`src/sv/qin_pkg.sv`:
```
// ----------------------------------------------------------------------------
// qin_pkg: shared types and helpers for the quadratic interpolated noise block
// Generator step, seed hash, draw scaling and state codes.
// ----------------------------------------------------------------------------
package qin_pkg;

  localparam int COUNT_BITS = 28;
  localparam int DSR_W      = 2 * COUNT_BITS + 1;  // widest divisor: L*(L+1)
  localparam int DND_W      = 65;                  // widest dividend: |rise| << 17
  localparam int CNT_W      = $clog2(DND_W + 1);
  localparam logic [31:0] MIN_FREQ = 32'd66;
  localparam logic [COUNT_BITS-1:0] LEN_MAX = {COUNT_BITS{1'b1}};

  localparam logic [0:0] CFG_SAMPLE_RATE = 1'b0;
  localparam logic [0:0] CFG_SEED        = 1'b1;

  typedef enum logic [10:0] {
    S_IDLE  = 11'b00000000001,
    S_SEED  = 11'b00000000010,
    S_DRAW1 = 11'b00000000100,
    S_DRAW2 = 11'b00000001000,
    S_START = 11'b00000010000,
    S_LEN   = 11'b00000100000,
    S_MUL   = 11'b00001000000,
    S_DIVA  = 11'b00010000000,
    S_DIVB  = 11'b00100000000,
    S_TICK  = 11'b01000000000,
    S_LVL   = 11'b10000000000
  } state_t;

  typedef struct packed {
    logic [31:0] a;
    logic [31:0] b;
    logic [31:0] c;
  } gen_t;

  function automatic gen_t taus_step(gen_t g);
    gen_t r;
    r.a = ((g.a & 32'hFFFFFFFE) << 12) ^ (((g.a << 13) ^ g.a) >> 19);
    r.b = ((g.b & 32'hFFFFFFF8) << 4)  ^ (((g.b << 2)  ^ g.b) >> 25);
    r.c = ((g.c & 32'hFFFFFFF0) << 17) ^ (((g.c << 3)  ^ g.c) >> 11);
    return r;
  endfunction

  function automatic gen_t seed_words(logic [30:0] seed);
    logic [31:0] h;
    gen_t r;
    h = {1'b0, seed};
    h = h + ~(h << 15);
    h = h ^ (h >> 10);
    h = h + (h << 3);
    h = h ^ (h >> 6);
    h = h + ~(h << 11);
    h = h ^ (h >> 16);
    r.a = 32'd1243598713 ^ h;
    if (r.a < 32'd2) r.a = 32'd1243598713;
    r.b = 32'd3093459404 ^ h;
    if (r.b < 32'd8) r.b = 32'd3093459404;
    r.c = 32'd1821928721 ^ h;
    if (r.c < 32'd16) r.c = 32'd1821928721;
    return r;
  endfunction

  // Q8.40 value in [-1,1) from the top 23 bits of the generator output
  function automatic logic signed [47:0] draw_value(gen_t g);
    logic [31:0] t;
    t = g.a ^ g.b ^ g.c;
    return $signed({7'b0, t[31:9], 18'b0}) - $signed(48'h0100_0000_0000);
  endfunction

  // sum of two levels halved, rounded toward zero
  function automatic logic signed [47:0] half_sum(logic signed [47:0] x,
                                                  logic signed [47:0] y);
    logic signed [48:0] s;
    s = {x[47], x} + {y[47], y};
    s = s + {48'b0, s[48]};
    return s[48:1];
  endfunction

  function automatic logic signed [47:0] sat48(logic signed [48:0] v);
    if (v[48] != v[47]) return v[48] ? {1'b1, 47'b0} : {1'b0, {47{1'b1}}};
    return v[47:0];
  endfunction

endpackage

```
`src/sv/quadratic_interpolated_noise.sv`:
```
// ----------------------------------------------------------------------------
// quadratic_interpolated_noise: curved random noise from a three-word generator
// One word in per sample tick, one sample word out; a shared serial divider
// sets each segment's length and curvature.
// ----------------------------------------------------------------------------
//   channel  | handshake          | payload
//   freq     | freq_valid/stall   | frequency  u32 Q16.16
//   sample   | sample_valid/stall | sample     s24 Q1.23
//   cfg      | cfg_valid/ready    | cfg_index 2b, cfg_data 31b
//
// A tick inside a segment runs an accept, a rise and a level step. A tick
// that starts a segment adds 3 passes of the 65-step restoring divider plus
// setup. Reset and each seed write run a reseed, during which the block
// takes no word. A stalled sample holds the tick in its rise step.
// ----------------------------------------------------------------------------
module quadratic_interpolated_noise import qin_pkg::*; (
  input  logic                clk,
  input  logic                rst,
  input  logic                freq_valid,
  output logic                freq_stall,
  input  logic [31:0]         frequency,
  output logic                sample_valid,
  input  logic                sample_stall,
  output logic signed [23:0]  sample,
  input  logic                cfg_valid,
  output logic                cfg_ready,
  input  logic [1:0]          cfg_index,
  input  logic [30:0]         cfg_data
);

  state_t state;
  logic [17:0] sample_rate;
  logic [30:0] seed;
  gen_t        gen;
  logic signed [47:0] level, target_level, midpoint, rise;
  logic signed [63:0] bend, a_term;
  logic [COUNT_BITS-1:0] ticks_left, len;
  logic [31:0] freq_q;
  logic        d_neg;

  // serial divider
  logic [DSR_W-1:0] rem, dsr;
  logic [DND_W-1:0] dnd, quo;
  logic [CNT_W-1:0] cnt;
  logic [DSR_W:0]   trial;
  logic             ge;

  gen_t               gen_nx;
  logic signed [47:0] drawn;
  logic signed [48:0] diff;
  logic [48:0]        diff_mag;
  logic [47:0]        rise_mag;
  logic signed [47:0] bend_sh;
  logic signed [30:0] lvl_sh;
  logic signed [23:0] lvl_sat;
  logic [31:0]        f_clamp;
  logic [COUNT_BITS:0] len_p1;
  logic [DSR_W-1:0]   len_sq;
  logic               out_free;

  assign trial    = {rem, dnd[DND_W-1]};
  assign ge       = trial >= {1'b0, dsr};
  assign gen_nx   = taus_step(gen);
  assign drawn    = draw_value(gen_nx);
  assign diff     = {midpoint[47], midpoint} - {level[47], level};
  assign diff_mag = diff[48] ? 49'(-diff) : 49'(diff);
  assign rise_mag = rise[47] ? 48'(-rise) : 48'(rise);
  assign bend_sh  = bend[63:16];
  assign lvl_sh   = level[47:17];
  assign f_clamp  = (freq_q < MIN_FREQ) ? MIN_FREQ : freq_q;
  assign len_p1   = {1'b0, len} + {{COUNT_BITS{1'b0}}, 1'b1};
  assign len_sq   = {{(COUNT_BITS+1){1'b0}}, len} * {{COUNT_BITS{1'b0}}, len_p1};
  assign out_free = !sample_valid || !sample_stall;

  always_comb begin
    if (lvl_sh > 31'sd8388607) lvl_sat = 24'sh7FFFFF;
    else if (lvl_sh < -31'sd8388608) lvl_sat = 24'sh800000;
    else lvl_sat = lvl_sh[23:0];
  end

  assign freq_stall = rst || (state != S_IDLE) || cfg_valid;
  assign cfg_ready  = !rst && (state == S_IDLE);

  always_ff @(posedge clk) begin
    if (rst) begin
      state        <= S_SEED;
      sample_rate  <= 18'd48000;
      seed         <= 31'd1;
      sample_valid <= 1'b0;
      ticks_left   <= '0;
      cnt          <= '0;
    end else begin
      if (sample_valid && !sample_stall && state != S_TICK) sample_valid <= 1'b0;

      case (state)
        S_IDLE: begin
          if (cfg_valid) begin
            if (cfg_index == {1'b0, CFG_SAMPLE_RATE}) sample_rate <= cfg_data[17:0];
            else if (cfg_index == {1'b0, CFG_SEED}) begin
              seed  <= cfg_data;
              state <= S_SEED;
            end
          end else if (freq_valid) begin
            freq_q <= frequency;
            state  <= (ticks_left == '0) ? S_START : S_TICK;
          end
        end
        S_SEED: begin
          gen        <= seed_words(seed);
          rise       <= '0;
          bend       <= '0;
          ticks_left <= '0;
          state      <= S_DRAW1;
        end
        S_DRAW1: begin
          gen   <= gen_nx;
          level <= drawn;
          state <= S_DRAW2;
        end
        S_DRAW2: begin
          gen          <= gen_nx;
          target_level <= drawn;
          midpoint     <= half_sum(drawn, '0);
          state        <= S_IDLE;
        end
        S_START: begin
          gen          <= gen_nx;
          target_level <= drawn;
          level        <= midpoint;
          midpoint     <= half_sum(drawn, target_level);
          dnd          <= {{(DND_W-34){1'b0}}, sample_rate, 16'b0};
          dsr          <= {{(DSR_W-32){1'b0}}, f_clamp};
          rem          <= '0;
          cnt          <= CNT_W'(DND_W);
          state        <= S_LEN;
        end
        S_LEN, S_DIVA, S_DIVB: begin
          if (cnt != '0) begin
            // one restoring step: shift in a dividend bit, subtract if it fits
            rem <= ge ? DSR_W'(trial - {1'b0, dsr}) : trial[DSR_W-1:0];
            quo <= {quo[DND_W-2:0], ge};
            dnd <= {dnd[DND_W-2:0], 1'b0};
            cnt <= cnt - CNT_W'(1);
          end else begin
            case (state)
              S_LEN: begin
                if (quo > DND_W'(LEN_MAX)) len <= LEN_MAX;
                else if (quo < DND_W'(2)) len <= COUNT_BITS'(2);
                else len <= quo[COUNT_BITS-1:0];
                state <= S_MUL;
              end
              S_DIVA: begin
                a_term <= d_neg ? -$signed(quo[63:0]) : $signed(quo[63:0]);
                dnd    <= {rise_mag, 17'b0};
                dsr    <= DSR_W'(len_p1);
                rem    <= '0;
                cnt    <= CNT_W'(DND_W);
                state  <= S_DIVB;
              end
              default: begin
                bend  <= a_term - (rise[47] ? -$signed(quo[63:0]) : $signed(quo[63:0]));
                state <= S_TICK;
              end
            endcase
          end
        end
        S_MUL: begin
          ticks_left <= len;
          dsr        <= len_sq;
          d_neg      <= diff[48];
          dnd        <= DND_W'({diff_mag, 17'b0});
          rem        <= '0;
          cnt        <= CNT_W'(DND_W);
          state      <= S_DIVA;
        end
        S_TICK: begin
          // hold until the sample register is free
          if (out_free) begin
            sample       <= lvl_sat;
            sample_valid <= 1'b1;
            rise         <= sat48({rise[47], rise} + {bend_sh[47], bend_sh});
            state        <= S_LVL;
          end
        end
        S_LVL: begin
          level      <= sat48({level[47], level} + {rise[47], rise});
          ticks_left <= ticks_left - COUNT_BITS'(1);
          state      <= S_IDLE;
        end
        default: state <= S_IDLE;
      endcase
    end
  end

endmodule

```
`config.mk`:
```
export PLATFORM = sky130hd
export DESIGN_NAME = quadratic_interpolated_noise
export DESIGN_NICKNAME = d
export VERILOG_FILES = /design/src/sv/qin_pkg.sv /design/src/sv/quadratic_interpolated_noise.sv
export SDC_FILE = /design/constraint.sdc
export NUM_CORES = 2
export LEC_CHECK = 0
export ABC_AREA = 0
export BUFFER_PORTS_ARGS = -buffer_cell sky130_fd_sc_hd__buf_2
export CELL_PAD_IN_SITES_DETAIL_PLACEMENT = 0
export CELL_PAD_IN_SITES_GLOBAL_PLACEMENT = 1
export CORE_MARGIN = 2
export CORE_UTILIZATION = 47
export DETAILED_ROUTE_END_ITERATION = 8
export GPL_TIMING_DRIVEN = 0
export PLACE_DENSITY = 0.78
export REMOVE_ABC_BUFFERS = 1
export SLEW_MARGIN = 20
export SYNTH_ARGS = -nofsm -noshare
export SYNTH_HDL_FRONTEND = slang
export SYNTH_SLANG_ARGS = --single-unit
```
`constraint.sdc`:
```
create_clock -name clk -period 9.1 [get_ports clk]
set_input_delay 1.365 -clock clk [delete_from_list [all_inputs] [get_ports clk]]
set_output_delay 1.365 -clock clk [all_outputs]
set_load 0.01 [all_outputs]
```
==> metrics.json <==
{
  "synth_commonest_cells": {"value": "inv_1, fa_1, nand2b_1"},
  "grt_setup_unrepaired": {"value": "true"},
  "crit_fanout": {"value": 7},
  "drv_cap": {"value": 0},
  "starting_density_of_the_core": {"value": 47.2, "unit": "%"},
  "critPathMostFrequentCell": {"value": "fa_1"},
  "cts_tree": {"value": "done"},
  "start_kind": {"value": "flop"},
  "synthesis.instances": {"value": 8737},
  "cp_data_required_time": {"value": 9580, "unit": "ps"},
  "r2r_cells": {"value": 41},
  "drt-pass1-iter-count": {"value": 6},
  "worst_skew_pair.late_latency": {"value": 750, "unit": "ps"},
  "viasPerCell": {"value": 5.70},
  "yosys.cell_types.count": {"value": 118},
  "rows": {"value": 152},
  "route.vias.total": {"value": 63700},
  "postSynth.asyncResetShare": {"value": 0, "unit": "%"},
  "critical_path.max_stage_delay": {"value": 570, "unit": "ps"},
  "static-leakage-power": {"value": 39.5, "unit": "nW"},
  "total_placed_cells_including_tap_cells": {"value": 10800},
  "r2r_start": {"value": "len[1]$_SDFFCE_PP1P_"},
  "post_dp_cell_area": {"value": 85200, "unit": "um^2"},
  "final_critical_path_setup_slack": {"value": -342, "unit": "ps"},
  "crit_path_top_delay_cell": {"value": "fa_1"},
  "place_congestion": {"value": 0.896},
  "total_gr_overflow": {"value": 0},
  "final_net_count": {"value": 10200},
  "maxSlewViolCount": {"value": 0},
  "r2r-end": {"value": "dsr[53]$_DFFE_PP_"},
  "synth-main-ff-cell": {"value": "edfxtp_1"},
  "synth_cell_area": {"value": 80800, "unit": "um^2"},
  "min_path_type": {"value": "flop to flop"},
  "holdWs": {"value": 447, "unit": "ps"},
  "synth_most_common_cell": {"value": "inv_1"},
  "first_global_vias": {"value": 62800},
  "ys.warnings.count": {"value": 0},
  "criticalPathCategory": {"value": "flop to flop"},
  "maxClockFrequency": {"value": 0.106, "unit": "GHz"},
  "synthTopCellsByArea": {"value": "edfxtp_1, fa_1, ha_1"},
  "run_status": {"value": "finished with violations"},
  "fin_setup_tns": {"value": -2060, "unit": "ps"},
  "power-per-cell-area": {"value": 247, "unit": "nW/um^2"},
  "layout.filler_cells": {"value": 15400},
  "grt_max_degree": {"value": 77},
  "failed_checks": {"value": "negative setup slack"},
  "drt.antenna.violating_nets": {"value": 0},
  "reg2reg_setup_slack": {"value": -340, "unit": "ps"},
  "clock_tree.root_cell": {"value": "clkbuf_16"},
  "synth-edff-count": {"value": 657},
  "skew": {"value": 63.1, "unit": "ps"},
  "layout.area.seq": {"value": 21700, "unit": "um^2"},
  "maxSlewHeadroom": {"value": 34.4, "unit": "%"},
  "timing_worst_slew_pin_value": {"value": 984, "unit": "ps"},
  "hpwl": {"value": 175000, "unit": "um"},
  "drt_drc_violations_left": {"value": 0},
  "initial_antenna_violation_count": {"value": 6},
  "worst_ir_drop_vdd": {"value": 679, "unit": "uV"},
  "timing.critical_path.to_type": {"value": "flop"},
  "fin_hold_viols": {"value": 0},
  "port-buffer-count": {"value": 96},
  "post_layout_cell_count": {"value": 11200},
  "die_height": {"value": 419, "unit": "um"},
  "track_usage": {"value": 26.6, "unit": "%"},
  "synthesis.area_per_instance": {"value": 9.25, "unit": "um^2"},
  "num_clock_sinks": {"value": 753},
  "cts.clk_slew.worst_paths": {"value": 60, "unit": "ps"},
  "floorplan.io_pins": {"value": 97},
  "totalWireLength": {"value": 238000, "unit": "um"},
  "dieArea": {"value": 175000, "unit": "um^2"},
  "whs_endpoint": {"value": "sample_rate[0]$_SDFFE_PP0P_"},
  "cts-buffers-inserted": {"value": 94},
  "synthDominantCellAreaShare": {"value": 24.4, "unit": "%"},
  "drive_gt1_share": {"value": 10.6, "unit": "%"},
  "wl_per_cell": {"value": 21.3, "unit": "um"},
  "dieWidth": {"value": 419, "unit": "um"},
  "min_period_over_period": {"value": 104, "unit": "%"},
  "multi_input_area": {"value": 55700, "unit": "um^2"},
  "postCtsHoldBufs": {"value": 0},
  "holdPathStages": {"value": 2},
  "post-route-min-period": {"value": 9440, "unit": "ps"},
  "core_area": {"value": 171000, "unit": "um^2"},
  "htree_num_levels": {"value": 3},
  "crit_arrival": {"value": 9920, "unit": "ps"},
  "utilization": {"value": 53.8, "unit": "%"},
  "finalSetupViolCount": {"value": 9},
  "clock_tree.buffer_depth": {"value": 3},
  "worst_hold_startpoint": {"value": "sample_rate[0]$_SDFFE_PP0P_"},
  "first_iter_violations": {"value": 5717},
  "layout-area-overhead-vs-synth": {"value": 13.9, "unit": "%"},
  "global_route_wire_length_before_repair": {"value": 365000, "unit": "um"},
  "synth_top_area_cell": {"value": "edfxtp_1"},
  "yosys_register_bits": {"value": 753},
  "post-route-cell-area": {"value": 92100, "unit": "um^2"},
  "synth-seq-area-share": {"value": 26.8, "unit": "%"}
}
[cell families after synthesis]
family	count (synthesis)	synth area share (%)
flops	753	26.8
simple gates	2782	18.0
buf+inv	1509	7.03
compound gates	1655	13.2
fa+ha+maj	1280	26.3
xor+xnor	731	8.34
mux	27	0.344
[registers in the layout (all words and copies together) (netlist names), 28 cells and up]
signal and count:
dnd 49, rem 57, rise 48, freq_q 32, gen 88, len 28
level 48, dsr 57, bend 48, seed 31, a_term 64, ticks_left 28
quo 65
[layout make-up]
cell class              count  area share [%]
repair buffers            405            4.81
well taps                2233            3.03
flip-flops and latches    753            23.5
clock buffers             114            2.72
multi-input cells        6477            60.5
inverters                1120            4.57
diodes                      6          0.0163
clock inverters            58           0.832
[how the worst max path moves through the flow]
stage                        endpoint  slack (ps)                 start  depth (start not counted)
finish              dsr[53]$_DFFE_PP_        -340  len[1]$_SDFFCE_PP1P_                         41
global route        dsr[53]$_DFFE_PP_        -590  len[3]$_SDFFCE_PP1P_                         42
CTS                 dsr[53]$_DFFE_PP_        -440  len[1]$_SDFFCE_PP1P_                         41
detailed placement  dsr[53]$_DFFE_PP_       -3320  len[0]$_SDFFCE_PP1P_                         41
global placement    dsr[53]$_DFFE_PP_       -4970  len[0]$_SDFFCE_PP1P_                         34
floorplan           dsr[53]$_DFFE_PP_        -790  len[3]$_SDFFCE_PP1P_                         41
[worst max-delay path: cells and delay by family, from the launching register on]
| family | cells | cell delay (ps) |
|---|---|---|
| xor gates and xnor gates | 1 | 140 |
| adders and majority gates | 10 | 4260 |
| AOI/OAI and AO/OA | 11 | 2040 |
| DFF | 1 | 430 |
| buffers and inverters | 7 | 850 |
| and+or+nand+nor | 12 | 1470 |
[repair_timing]
action                                  CTS  global route
hold endpoints to repair                  0             0
pin swaps                                91           146
endpoints found under the setup margin  113           105
resized for setup                       183           180
setup buffers                           105            75
cloned                                    1             2
[layer usage]
layer / vias up / share of wire [%] / track usage [%]
met3: 403 / 7.9 / 5.00
met5: - / 0.017 / 0
met1: 31400 / 45 / 38.4
met2: 2075 / 43 / 40.7
li1: 29700 / - / -
met4: 6 / 3.4 / 7.82
[power by group]
part	switching, mW	internal, mW	leakage [nW]
Sequential	0.241	4.87	6.78
Clock	1.63	2.37	1.59
Combinational	8.13	5.46	31.1
Total	10.0	12.7	39.5
[layout by cell type (no fill, tap or decap), drive strengths merged, types with 96 or more instances in the layout]
cell type	netlist	routed
edfxtp	657	657
nor2b	193	193
nand3	117	117
a21o	179	179
a21oi	503	503
xor2	294	294
ha	568	568
buf	24	403
clkbuf	365	115
nand2	588	588
inv	1119	1124
nand2b	688	688
fa	705	705
o21ai	365	365
nor2	584	584
dfxtp	96	96
nor3	134	134
xnor2	419	419
[metrics by stage]
step | setup WS, ps | power [mW]
2_1_floorplan | -791 | 13.5
3_3_place_gp | -4970 | 16.7
3_5_place_dp | -3320 | 16.8
4_1_cts | -439 | 21.6
5_1_grt | -589 | 23.9
6_report | -342 | 22.7
Power figures use the tool's default switching activity.
